$ cat src/rtl/core/sws_pkg.sv
// Types and constants of the stop-and-wait sender.
`timescale 1ns / 1ps

package sws_pkg;

  localparam int unsigned PAYLOAD_BYTES = 10;

  // Byte masks for the two payload words, derived from the payload size.
  localparam logic [63:0] LowMask = (PAYLOAD_BYTES >= 8) ? 64'hFFFF_FFFF_FFFF_FFFF :
      ((64'd1 << (8 * PAYLOAD_BYTES)) - 64'd1);
  localparam logic [15:0] HighMask = (PAYLOAD_BYTES <= 8) ? 16'h0000 :
      (PAYLOAD_BYTES >= 10) ? 16'hFFFF :
      16'((32'd1 << (8 * (PAYLOAD_BYTES - 8))) - 32'd1);

  localparam logic [1:0] OP_SEND     = 2'd0;
  localparam logic [1:0] OP_ACK      = 2'd1;
  localparam logic [1:0] OP_TIMEOUT  = 2'd2;
  localparam logic [1:0] OP_RESERVED = 2'd3;

  typedef enum logic [2:0] {
    ACT_IGNORED        = 3'd0,
    ACT_SENT           = 3'd1,
    ACT_RESENT_TIMEOUT = 3'd2,
    ACT_RESENT_BAD_ACK = 3'd3,
    ACT_ACK_OK         = 3'd4
  } action_e;

  typedef struct packed {
    logic [1:0]         opcode;
    logic signed [31:0] seq_number;
    logic signed [31:0] length_word;
    logic signed [31:0] check_word;
    logic [63:0]        payload_low;
    logic [15:0]        payload_high;
  } in_item_t;

  typedef struct packed {
    action_e           action;
    logic              tx_seq;
    logic [3:0]        tx_length;
    logic signed [7:0] tx_check;
    logic [63:0]       tx_payload_low;
    logic [15:0]       tx_payload_high;
  } out_item_t;

endpackage

$ cat src/rtl/core/sws_in_reg.sv
// Input register stage of the stop-and-wait sender.
`timescale 1ns / 1ps

module sws_in_reg import sws_pkg::*; (
  input  logic     clk_i,
  input  logic     rst_ni,
  input  logic     valid_i,
  output logic     ready_o,
  input  in_item_t data_i,
  output logic     valid_o,
  input  logic     ready_i,
  output in_item_t data_o
);

  logic     valid_q;
  in_item_t data_q;

  assign ready_o = !valid_q || ready_i;
  assign valid_o = valid_q;
  assign data_o  = data_q;

  always_ff @(posedge clk_i or negedge rst_ni) begin
    if (!rst_ni) begin
      valid_q <= 1'b0;
    end else if (ready_o) begin
      valid_q <= valid_i;
    end
  end

  always_ff @(posedge clk_i) begin
    if (valid_i && ready_o) begin
      data_q <= data_i;
    end
  end

endmodule

$ cat src/rtl/core/sws_out_reg.sv
// Result register stage of the stop-and-wait sender.
`timescale 1ns / 1ps

module sws_out_reg import sws_pkg::*; (
  input  logic      clk_i,
  input  logic      rst_ni,
  input  logic      valid_i,
  output logic      ready_o,
  input  out_item_t data_i,
  output logic      valid_o,
  input  logic      ready_i,
  output out_item_t data_o
);

  logic      valid_q;
  out_item_t data_q;

  assign ready_o = !valid_q || ready_i;
  assign valid_o = valid_q;
  assign data_o  = data_q;

  always_ff @(posedge clk_i or negedge rst_ni) begin
    if (!rst_ni) begin
      valid_q <= 1'b0;
    end else if (ready_o) begin
      valid_q <= valid_i;
    end
  end

  always_ff @(posedge clk_i) begin
    if (valid_i && ready_o) begin
      data_q <= data_i;
    end
  end

endmodule

$ cat src/rtl/core/sws_engine.sv
// Protocol state and per-item decision logic of the stop-and-wait sender.
`timescale 1ns / 1ps

module sws_engine import sws_pkg::*; (
  input  logic      clk_i,
  input  logic      rst_ni,
  input  logic      fire_i,
  input  in_item_t  item_i,
  output out_item_t result_o
);

  function automatic logic [7:0] fold64(logic [63:0] w);
    logic [7:0] x;
    x = 8'h00;
    for (int i = 0; i < 8; i++) begin
      x ^= w[8*i +: 8];
    end
    return x;
  endfunction

  function automatic logic [7:0] fold32(logic [31:0] w);
    return w[7:0] ^ w[15:8] ^ w[23:16] ^ w[31:24];
  endfunction

  logic        seq_bit_q, seq_bit_d;
  logic        awaiting_q, awaiting_d;
  logic [3:0]  held_len_q, held_len_d;
  logic [63:0] held_low_q, held_low_d;
  logic [15:0] held_high_q, held_high_d;

  logic [31:0] len_u;
  logic        len_ok;
  logic        send_ok;
  logic [3:0]  emit_len;
  logic [63:0] emit_low;
  logic [15:0] emit_high;
  logic [7:0]  emit_x;
  logic [7:0]  ack_x;
  logic [31:0] ack_check;
  logic        ack_good;

  assign len_u   = $unsigned(item_i.length_word);
  assign len_ok  = (len_u >= 32'd1) && (len_u <= 32'(PAYLOAD_BYTES));
  assign send_ok = !awaiting_q && len_ok;

  // Emit either the fresh chunk or the held packet.
  assign emit_len  = send_ok ? len_u[3:0] : held_len_q;
  assign emit_low  = send_ok ? (item_i.payload_low & LowMask) : held_low_q;
  assign emit_high = send_ok ? (item_i.payload_high & HighMask) : held_high_q;
  assign emit_x    = {7'b0, seq_bit_q} ^ {4'b0, emit_len} ^ fold64(emit_low) ^
                     fold64({48'b0, emit_high});

  assign ack_x = fold32($unsigned(item_i.seq_number)) ^ fold32(len_u) ^
                 fold64(item_i.payload_low & LowMask) ^
                 fold64({48'b0, item_i.payload_high & HighMask});
  assign ack_check = {{24{ack_x[7]}}, ack_x};
  assign ack_good  = ($unsigned(item_i.check_word) == ack_check) &&
                     ($unsigned(item_i.seq_number) == {31'b0, seq_bit_q});

  always_comb begin
    out_item_t r;
    logic      emit;
    r           = '0;
    r.action    = ACT_IGNORED;
    emit        = 1'b0;
    seq_bit_d   = seq_bit_q;
    awaiting_d  = awaiting_q;
    held_len_d  = held_len_q;
    held_low_d  = held_low_q;
    held_high_d = held_high_q;
    case (item_i.opcode)
      OP_SEND: begin
        if (send_ok) begin
          held_len_d  = emit_len;
          held_low_d  = emit_low;
          held_high_d = emit_high;
          awaiting_d  = 1'b1;
          r.action    = ACT_SENT;
          emit        = 1'b1;
        end
      end
      OP_ACK: begin
        if (awaiting_q) begin
          if (ack_good) begin
            seq_bit_d  = !seq_bit_q;
            awaiting_d = 1'b0;
            r.action   = ACT_ACK_OK;
          end else begin
            r.action = ACT_RESENT_BAD_ACK;
            emit     = 1'b1;
          end
        end
      end
      OP_TIMEOUT: begin
        if (awaiting_q) begin
          r.action = ACT_RESENT_TIMEOUT;
          emit     = 1'b1;
        end
      end
      default: begin
      end
    endcase
    if (emit) begin
      r.tx_seq          = seq_bit_q;
      r.tx_length       = emit_len;
      r.tx_check        = $signed(emit_x);
      r.tx_payload_low  = emit_low;
      r.tx_payload_high = emit_high;
    end
    result_o = r;
  end

  always_ff @(posedge clk_i or negedge rst_ni) begin
    if (!rst_ni) begin
      seq_bit_q  <= 1'b0;
      awaiting_q <= 1'b0;
      held_len_q <= 4'd0;
    end else if (fire_i) begin
      seq_bit_q  <= seq_bit_d;
      awaiting_q <= awaiting_d;
      held_len_q <= held_len_d;
    end
  end

  always_ff @(posedge clk_i) begin
    if (fire_i) begin
      held_low_q  <= held_low_d;
      held_high_q <= held_high_d;
    end
  end

endmodule

$ cat src/rtl/core/stop_and_wait_sender_top.sv
// Top level of the stop-and-wait (alternating-bit) sender.
//
//   channel | direction | handshake                | payload
//   --------+-----------+--------------------------+------------------------
//   in      | input     | in_valid_i / in_ready_o  | in_data_i  (in_item_t)
//   out     | output    | out_valid_o / out_ready_i| out_data_o (out_item_t)
//
// Every input item yields exactly one result item once it is accepted; it
// passes through the input register and then the result register.
// Throughput is one item per clock unless out_ready_i stalls, with the
// decision logic (checksum XOR tree, one-bit state update) between registers.
// rst_ni clears the sequence bit, the waiting flag, the held length and both
// valid flags; held payload words are loaded by the first send.
// A stall on out_ready_i holds both stages; in_ready_o drops only when both
// registers are full and the result is not being taken.
`timescale 1ns / 1ps

module stop_and_wait_sender_top import sws_pkg::*; (
  input  logic      clk_i,
  input  logic      rst_ni,
  input  logic      in_valid_i,
  output logic      in_ready_o,
  input  in_item_t  in_data_i,
  output logic      out_valid_o,
  input  logic      out_ready_i,
  output out_item_t out_data_o
);

  logic      stage_valid;
  in_item_t  stage_item;
  logic      result_ready;
  logic      fire;
  out_item_t result;

  // Hold the accepted item until the result register has room.
  sws_in_reg u_in_reg (
    .clk_i   (clk_i),
    .rst_ni  (rst_ni),
    .valid_i (in_valid_i),
    .ready_o (in_ready_o),
    .data_i  (in_data_i),
    .valid_o (stage_valid),
    .ready_i (result_ready),
    .data_o  (stage_item)
  );

  // Advance protocol state only when the item moves into the result register.
  assign fire = stage_valid && result_ready;

  sws_engine u_engine (
    .clk_i    (clk_i),
    .rst_ni   (rst_ni),
    .fire_i   (fire),
    .item_i   (stage_item),
    .result_o (result)
  );

  // Hold the result until the consumer takes it.
  sws_out_reg u_out_reg (
    .clk_i   (clk_i),
    .rst_ni  (rst_ni),
    .valid_i (stage_valid),
    .ready_o (result_ready),
    .data_i  (result),
    .valid_o (out_valid_o),
    .ready_i (out_ready_i),
    .data_o  (out_data_o)
  );

endmodule

$ cat config.mk
export PLATFORM = sky130hd
export DESIGN_NAME = stop_and_wait_sender_top
export DESIGN_NICKNAME = d
export VERILOG_FILES = /design/src/rtl/core/sws_pkg.sv /design/src/rtl/core/sws_in_reg.sv /design/src/rtl/core/sws_out_reg.sv /design/src/rtl/core/sws_engine.sv /design/src/rtl/core/stop_and_wait_sender_top.sv
export SDC_FILE = /design/constraint.sdc
export NUM_CORES = 1
export LEC_CHECK = 0
export BUFFER_PORTS_ARGS = -buffer_cell sky130_fd_sc_hd__buf_2
export CORE_MARGIN = 8
export CORE_UTILIZATION = 31
export DETAILED_ROUTE_END_ITERATION = 8
export PLACE_DENSITY = 0.49
export SETUP_SLACK_MARGIN = 0.05
export SYNTH_ARGS = -nofsm -noshare
export SYNTH_HDL_FRONTEND = slang
export SYNTH_SLANG_ARGS = --single-unit
$ cat constraint.sdc
create_clock -name clk_i -period 11.41 [get_ports clk_i]
set_input_delay 1.141 -clock clk_i [delete_from_list [all_inputs] [get_ports clk_i]]
set_output_delay 1.141 -clock clk_i [all_outputs]
set_load 0.1 [all_outputs]
==> After elaboration in Yosys (flattened, before gate mapping) <==
Index checks and enable logic that the tools add are counted.
{ "totals": {"reg_bits": 362, "latchBits": 0, "ramBits": 0, "rom_bits": 0, "in_bits": 182, "output_inout_bits": 98, "word_cells": 85, "mem_count": 0} }
{ "classes": {"add_sub_neg": 0, "multipliers": 0, "div": 0, "magnitude_cmp": 2, "n_eq_ne": 5, "shift": 0, "mux": 15, "bitwise_logic": 28, "reduce_logical": 16} }
{ "ops": {"columns": ["operator", "n"], "rows": [
  ["$xor 8x8->8", 27],
  ["$mux 64", 1],
  ["$eq 32x1->1", 1],
  ["$eq 32x32->1", 1],
  ["$ge 32x1->1 const B", 1],
  ["$le 32x4->1 const B", 1],
  ["$mux 16", 1],
  ["$pmux 3 s3", 1],
  ["$mux 1", 6],
  ["$mux 3", 2],
  ["$reduce_and 3->1", 2],
  ["$logic_and 1x1->1", 5],
  ["$logic_not 1->1", 4],
  ["$mux 4", 1],
  ["$reduce_and 4->1", 1],
  ["$xor 1x4->4", 1],
  ["$pmux 1 s3", 1],
  ["$eq 2x1->1 const B", 1],
  ["$eq 2x2->1 const B", 1],
  ["$logic_not 2->1", 1],
  ["$logic_or 1x1->1", 2],
  ["$mux 2", 1],
  ["$ne 2x1->1 const B", 1],
  ["$pmux 1 s2", 1],
  ["$reduce_bool 2->1", 1]
]} }

==> Longest topological paths before layout <==
{ "depth": {"depth_word": 14, "mapped_depth": 10, "mapped_depth_nobuf": 7} }

==> Cells and area by module <==
From an unflattened synthesis, not the netlist that was laid out.
{ "unflattened": {"hier_cells": 1088, "hier_area_um2": 16453.3} }
{ "modules_own_cells": {"columns": ["module", "n_inst", "cells_per_inst", "area_per_inst_um2", "seq_area_each_um2"], "rows": [
  ["sws_engine", 1, 805, 8111.5, 2552.4],
  ["sws_in_reg", 1, 182, 5398.9, 5370.2],
  ["sws_out_reg", 1, 100, 2936.6, 2907.8],
  ["stop_and_wait_sender_top", 1, 1, 6.3, 0.0]
]} }

==> Worst setup path before layout <==
OpenSTA, ideal clock, no wires.
{ "synth_path": {"kind": "in2reg", "from": "in out_ready_i", "to": "reg u_engine.held_high_q[0], enable pin", "setup_time_ns": 0.715, "t_arrival_ns": 8.919, "required_time_ns": 10.695, "slack_ns": 1.776, "stages": 3, "path_buffers": 0, "path_cell_list": "nand2b_1 -> nand2_1 -> nor4_1"} }
{ "synth_between": {"elab_chain_len": 3} }
{ "synth_lines": {"columns": ["element", "line_no", "rtl"], "rows": [
  ["start: declaration", "stop_and_wait_sender_top.sv:25", "input logic out_ready_i,"],
  ["$logic_or 1x1->1", "sws_out_reg.sv:18", "assign ready_o = !valid_q || ready_i;"],
  ["$logic_and 1x1->1", "stop_and_wait_sender_top.sv:48", "assign fire = stage_valid && result_ready;"],
  ["$reduce_and 3->1 (no source line)", null, null],
  ["end signal: assignment", "sws_engine.sv:128", "held_high_q <= held_high_d;"],
  ["end: declaration", "sws_engine.sv:29", "logic [15:0] held_high_q, held_high_d;"]
]} }
No other way between the ends.
A chain may end at the register's enable or synchronous reset.

==> Final worst setup path <==
{ "layout_path": {"from": "reg u_in_reg.data_q, in the netlist u_in_reg.data_o[143]", "to": "reg u_out_reg.data_q, in the netlist u_out_reg.data_o[87], data pin"} }
{ "layout_between": {"elab_chain_len": 13, "elab_cells_between_ends": 26, "cone_classes": "2 x order compare; 1 x eq/ne; 6 x mux; 14 x bitwise; 3 x reduce/logical"} }
{ "layout_lines": {"columns": ["element", "line_no", "rtl"], "rows": [
  ["start: declaration", "sws_in_reg.sv:16", "in_item_t data_q;"],
  ["start signal: assignment", "sws_in_reg.sv:32", "data_q <= data_i;"],
  ["$ge 32x1->1 / $le 32x4->1 (equally long branches)", "sws_engine.sv:43", "assign len_ok = (len_u >= 32'd1) && (len_u <= 32'(PAYLOAD_BYTES));"],
  ["$logic_and 1x1->1", "sws_engine.sv:43", null],
  ["$logic_and 1x1->1", "sws_engine.sv:44", "assign send_ok = !awaiting_q && len_ok;"],
  ["$mux 64", "sws_engine.sv:48", "assign emit_low = send_ok ? (item_i.payload_low & LowMask) : held_low_q;"],
  ["$xor 8x8->8 (7 in series)", "sws_engine.sv:16", "x ^= w[8*i +: 8];"],
  ["$xor 8x8->8 (2 in series)", "sws_engine.sv:50", "assign emit_x = {7'b0, seq_bit_q} ^ {4'b0, emit_len} ^ fold64(emit_low) ^"],
  ["end signal: assignment", "sws_out_reg.sv:32", "data_q <= data_i;"],
  ["end: declaration", "sws_out_reg.sv:16", "out_item_t data_q;"]
]} }
Several ways; a longest one is shown, not always the timed one.

==> tab_implementation.tex <==
\begin{tabular}{lr}
\hline
Metric & Value \\
\hline
\multicolumn{2}{l}{\textbf{Global routing}} \\
\quad Overall track demand over capacity in global routing & 15.16\% \\
\quad Grt ovf & 0 \\
\quad Largest net degree at the start of global routing & 94 \\
\quad Global-route wire length before repair & 68190 um \\
\quad Antenna violations before repair & 6 \\
\quad Via count of the first global-routing pass & 10610 \\
\multicolumn{2}{l}{\textbf{Clocking}} \\
\quad Count of cells resized by post-cts repair & 0 \\
\quad Clock sinks & 362 \\
\quad Clock root cell & sky130\_fd\_sc\_hd\_\_clkbuf\_16 \\
\quad CTS Buf Count & 43 \\
\quad CTS HTree Levels & 2 \\
\quad Clk buf depth & 3 \\
\quad Worst-path clk slew & 0.06 ns \\
\quad Total of hold buffers inserted after clock tree synthesis & 0 \\
\quad CTS tree & built \\
\quad Worst-Skew Late Latency & 0.56 ns \\
\quad Post-CTS setup repair buffer count & 0 \\
\multicolumn{2}{l}{\textbf{Synth}} \\
\quad Avg Synthesized Cell Area & 14.76 sq um \\
\quad Synth area leaders & sky130\_fd\_sc\_hd\_\_edfxtp\_1 66\%, sky130\_fd\_sc\_hd\_\_xnor2\_1 8.4\%, sky130\_fd\_sc\_hd\_\_nand2\_1 3.9\%, sky130\_fd\_sc\_hd\_\_a21boi\_0 3.2\%, sky130\_fd\_sc\_hd\_\_xnor3\_1 2.0\% \\
\quad Area leader, netlist & sky130\_fd\_sc\_hd\_\_edfxtp\_1 \\
\quad Portion of the post-synthesis area used by sequential elements & 67.73\% \\
\quad Most used flip-flop cell after synthesis & sky130\_fd\_sc\_hd\_\_edfxtp\_1 \\
\quad Warnings from Yosys & 0 \\
\quad \#FFs+latches synth & 362 \\
\quad EDFF count, synth & 354 \\
\quad Synth Instances & 1083 \\
\quad Net count of the mapped netlist & 1265 \\
\quad FFs w/ async S/R, synth & 2.210\% \\
\quad Unique masters post-synth & 50 \\
\quad Post-synth top area share & 66.48\% \\
\quad Area of the mapped netlist & 0.01599 sq mm \\
\multicolumn{2}{l}{\textbf{Final layout}} \\
\quad Most common cell after layout, fill and taps aside & sky130\_fd\_sc\_hd\_\_edfxtp\_1 \\
\quad Commonest cells after routing, fill and taps aside & 354 x sky130\_fd\_sc\_hd\_\_edfxtp\_1, 279 x sky130\_fd\_sc\_hd\_\_buf\_2, 168 x sky130\_fd\_sc\_hd\_\_nand2\_1 \\
\quad Fillcell total & 4834 \\
\quad Multi-input logic area & 0.004857 sq mm \\
\quad Sequential Area & 0.01083 sq mm \\
\quad Layout overhead on the synthesized area & 21.69\% \\
\quad Utilization after layout & 38.01\% \\
\quad \# nets final & 1548 \\
\quad Layout cells sized above 1 & 26.95\% \\
\multicolumn{2}{l}{\textbf{STA}} \\
\quad Slew Limit Fails & 0 \\
\quad Setup TNS after final layout & 0 ns \\
\quad RSZ-0062 raised after global routing & no \\
\quad Endpoints failing hold & 0 \\
\quad Worst-margin pin slew & 1.141 ns \\
\quad Number of setup violations in the final report & 0 \\
\quad Period utilisation layout & 37.29\% \\
\quad Worst rel slew slack & 23.57\% \\
\quad Timing-limited maximum frequency & 0.2351 GHz \\
\quad Worst Skew & 0.01116 ns \\
\quad Min Clock Period, post-route & 4.254 ns \\
\multicolumn{2}{l}{\textbf{Placement}} \\
\quad Number of buffers inserted by port buffering & 279 \\
\quad HPWL Detailed & 32380 um \\
\quad Weighted congestion at the end of routability-driven global placement & 0.7726 \\
\multicolumn{2}{l}{\textbf{Floorplan}} \\
\quad Vertical extent of the die & 243.1 um \\
\quad Initial cell density of the core & 31.23\% \\
\quad Num ports & 280 \\
\quad Die boundary width & 243.1 um \\
\quad Placement Rows & 83 \\
\quad Core Box Area & 0.05120 sq mm \\
\quad Die footprint & 0.05910 sq mm \\
\multicolumn{2}{l}{\textbf{Detailed routing}} \\
\quad Count of antenna-violating nets left after detailed routing & 0 \\
\quad First-pass detailed-route iteration total & 5 \\
\quad Average detailed-routed wire length per instance & 22.07 um \\
\quad Post-DR vias/cell & 4.733 \\
\quad DRC errors left & 0 \\
\quad DRC violation total after the first TritonRoute iteration & 734 \\
\quad Routed vias & 9831 \\
\quad DRT Wirelength & 45840 um \\
\multicolumn{2}{l}{\textbf{Critical path}} \\
\quad Data required, critical path & 11.80 ns \\
\quad Data arrival, critical path & 4.64 ns \\
\quad Critical path capture point type & flop \\
\quad Critical Path Source Type & flop \\
\quad Critical path class & reg -> reg \\
\quad Worst R2R Setup Slack & 7.16 ns \\
\quad Peak fanout along the critical path & 48 \\
\multicolumn{2}{l}{\textbf{Run}} \\
\quad Count of max-cap constraint violations & 0 \\
\multicolumn{2}{l}{\textbf{Worst hold path}} \\
\quad Path type of the worst min-delay path & in -> async \\
\multicolumn{2}{l}{\textbf{Power}} \\
\quad Peak VDD IR & 0.1127 mV \\
\quad Leakage & 7.030 nW \\
\quad Power density relative to cell area & 173.9 mW/mm\^{}2 \\
\multicolumn{2}{l}{\textbf{Status}} \\
\quad Status & completed \\
\hline
\end{tabular}
## metal layers
layer | up-vias | global-route usage (%) | wire length, um
li1 | 4650 | - | -
met1 | 4782 | 18.95 | 19600
met2 | 321 | 25.81 | 22440
met3 | 72 | 3.701 | 2800
met4 | 6 | 4.355 | 976
met5 | - | 0 | 29
## cell usage after synthesis (2+ instances only)
cell / number
sky130_fd_sc_hd__a211o_1: 4
sky130_fd_sc_hd__a211oi_1: 4
sky130_fd_sc_hd__a21boi_0: 68
sky130_fd_sc_hd__a21oi_1: 22
sky130_fd_sc_hd__a221oi_1: 16
sky130_fd_sc_hd__a22oi_1: 4
sky130_fd_sc_hd__a31oi_1: 5
sky130_fd_sc_hd__and4_4: 4
sky130_fd_sc_hd__buf_2: 21
sky130_fd_sc_hd__buf_4: 9
sky130_fd_sc_hd__buf_6: 2
sky130_fd_sc_hd__clkbuf_1: 19
sky130_fd_sc_hd__dfrtp_1: 8
sky130_fd_sc_hd__edfxtp_1: 354
sky130_fd_sc_hd__inv_1: 14
sky130_fd_sc_hd__mux2_2: 4
sky130_fd_sc_hd__mux2i_1: 24
sky130_fd_sc_hd__nand2_1: 168
sky130_fd_sc_hd__nand2b_1: 3
sky130_fd_sc_hd__nand3_1: 5
sky130_fd_sc_hd__nand3_4: 2
sky130_fd_sc_hd__nand3b_1: 2
sky130_fd_sc_hd__nand4_1: 29
sky130_fd_sc_hd__nor2_1: 5
sky130_fd_sc_hd__nor3_1: 9
sky130_fd_sc_hd__nor4_1: 15
sky130_fd_sc_hd__nor4_4: 6
sky130_fd_sc_hd__o211a_1: 5
sky130_fd_sc_hd__o211ai_1: 4
sky130_fd_sc_hd__o21a_1: 4
sky130_fd_sc_hd__o22ai_1: 4
sky130_fd_sc_hd__o31a_1: 17
sky130_fd_sc_hd__o31ai_1: 21
sky130_fd_sc_hd__or4_1: 5
sky130_fd_sc_hd__xnor2_1: 153
sky130_fd_sc_hd__xnor3_1: 14
sky130_fd_sc_hd__xor2_1: 17
## final timing paths
kind / from / endpoint / depth (start not counted)
worst max-delay path: u_in_reg.data_o[143] / u_out_reg.data_o[87] / 8
worst min-delay path: rst_ni / u_engine.held_len_q[1] / 1
worst max register to register: u_in_reg.data_o[143] / u_out_reg.data_o[87] / 8
worst min register to register: u_in_reg.valid_o / u_out_reg.valid_o / 1
max in group asynchronous: rst_ni / u_engine.awaiting_q / 1
min in group clk_i: u_in_reg.valid_o / u_out_reg.valid_o / 1
## area by class of cell
cell class,instances,area share (%)
clock inverter,18,0.9452
tap,680,4.372
timing repair buffer,290,7.600
inverter,14,0.2829
sequential,362,55.66
multi-input combinational,655,24.96
clock buffer,56,6.154
antenna,2,0.02572
## sequential cells by signal, indices dropped and copies added (netlist names)
signal / cells
u_engine.held_low_q: 64
u_engine.awaiting_q: 1
u_engine.held_len_q: 4
u_engine.held_high_q: 16
u_in_reg.data_o: 178
u_out_reg.valid_o: 1
u_engine.seq_bit_q: 1
u_in_reg.valid_o: 1
u_out_reg.data_o: 96
## stage by stage
step / std cells / power (mW) / setup slack (ns) / cell area [sq um] / hold WS [ns]
6_report: 2077 / 3.384 / 7.156 / 19460 / 0.4521
5_1_grt: 2077 / 3.500 / 6.860 / 19460 / 0.4483
4_1_cts: 2075 / 3.441 / 7.120 / 19450 / 0.4281
3_5_place_dp: 2001 / 2.056 / 7.136 / 18070 / 0.4938
3_3_place_gp: 2001 / 2.056 / 7.293 / 18070 / 0.4710
2_1_floorplan: 1083 / 1.918 / 1.776 / 15990 / 0.4572
## cells by family after synthesis
family,Yosys count,share of synthesized area [%]
AO/OA/AOI/OAI,181,8.592
XOR/XNOR,184,11.28
buffers and inverters,66,2.019
flip-flops,362,67.73
multiplexers,28,1.784
AND/OR/NAND/NOR,262,8.592
## power by group
| part | switching (mW) | internal [mW] | total (mW) |
|---|---|---|---|
| clock | 0.541 | 0.823 | 1.36 |
| sequential | 0.0447 | 1.53 | 1.58 |
| combinational | 0.308 | 0.134 | 0.442 |
| total | 0.894 | 2.49 | 3.38 |
## worst max-delay path: stages, from the launching register on
cell	delay, ns
sky130_fd_sc_hd__edfxtp_1	0.45
sky130_fd_sc_hd__nor4_4	0.41
sky130_fd_sc_hd__nand4_4	0.58
sky130_fd_sc_hd__nor3_4	0.85
sky130_fd_sc_hd__buf_4	0.61
sky130_fd_sc_hd__a221oi_1	0.23
sky130_fd_sc_hd__o211a_1	0.27
sky130_fd_sc_hd__or4_1	0.51
sky130_fd_sc_hd__a22oi_1	0.16
No activity file was read; power rests on OpenSTA's default activity.
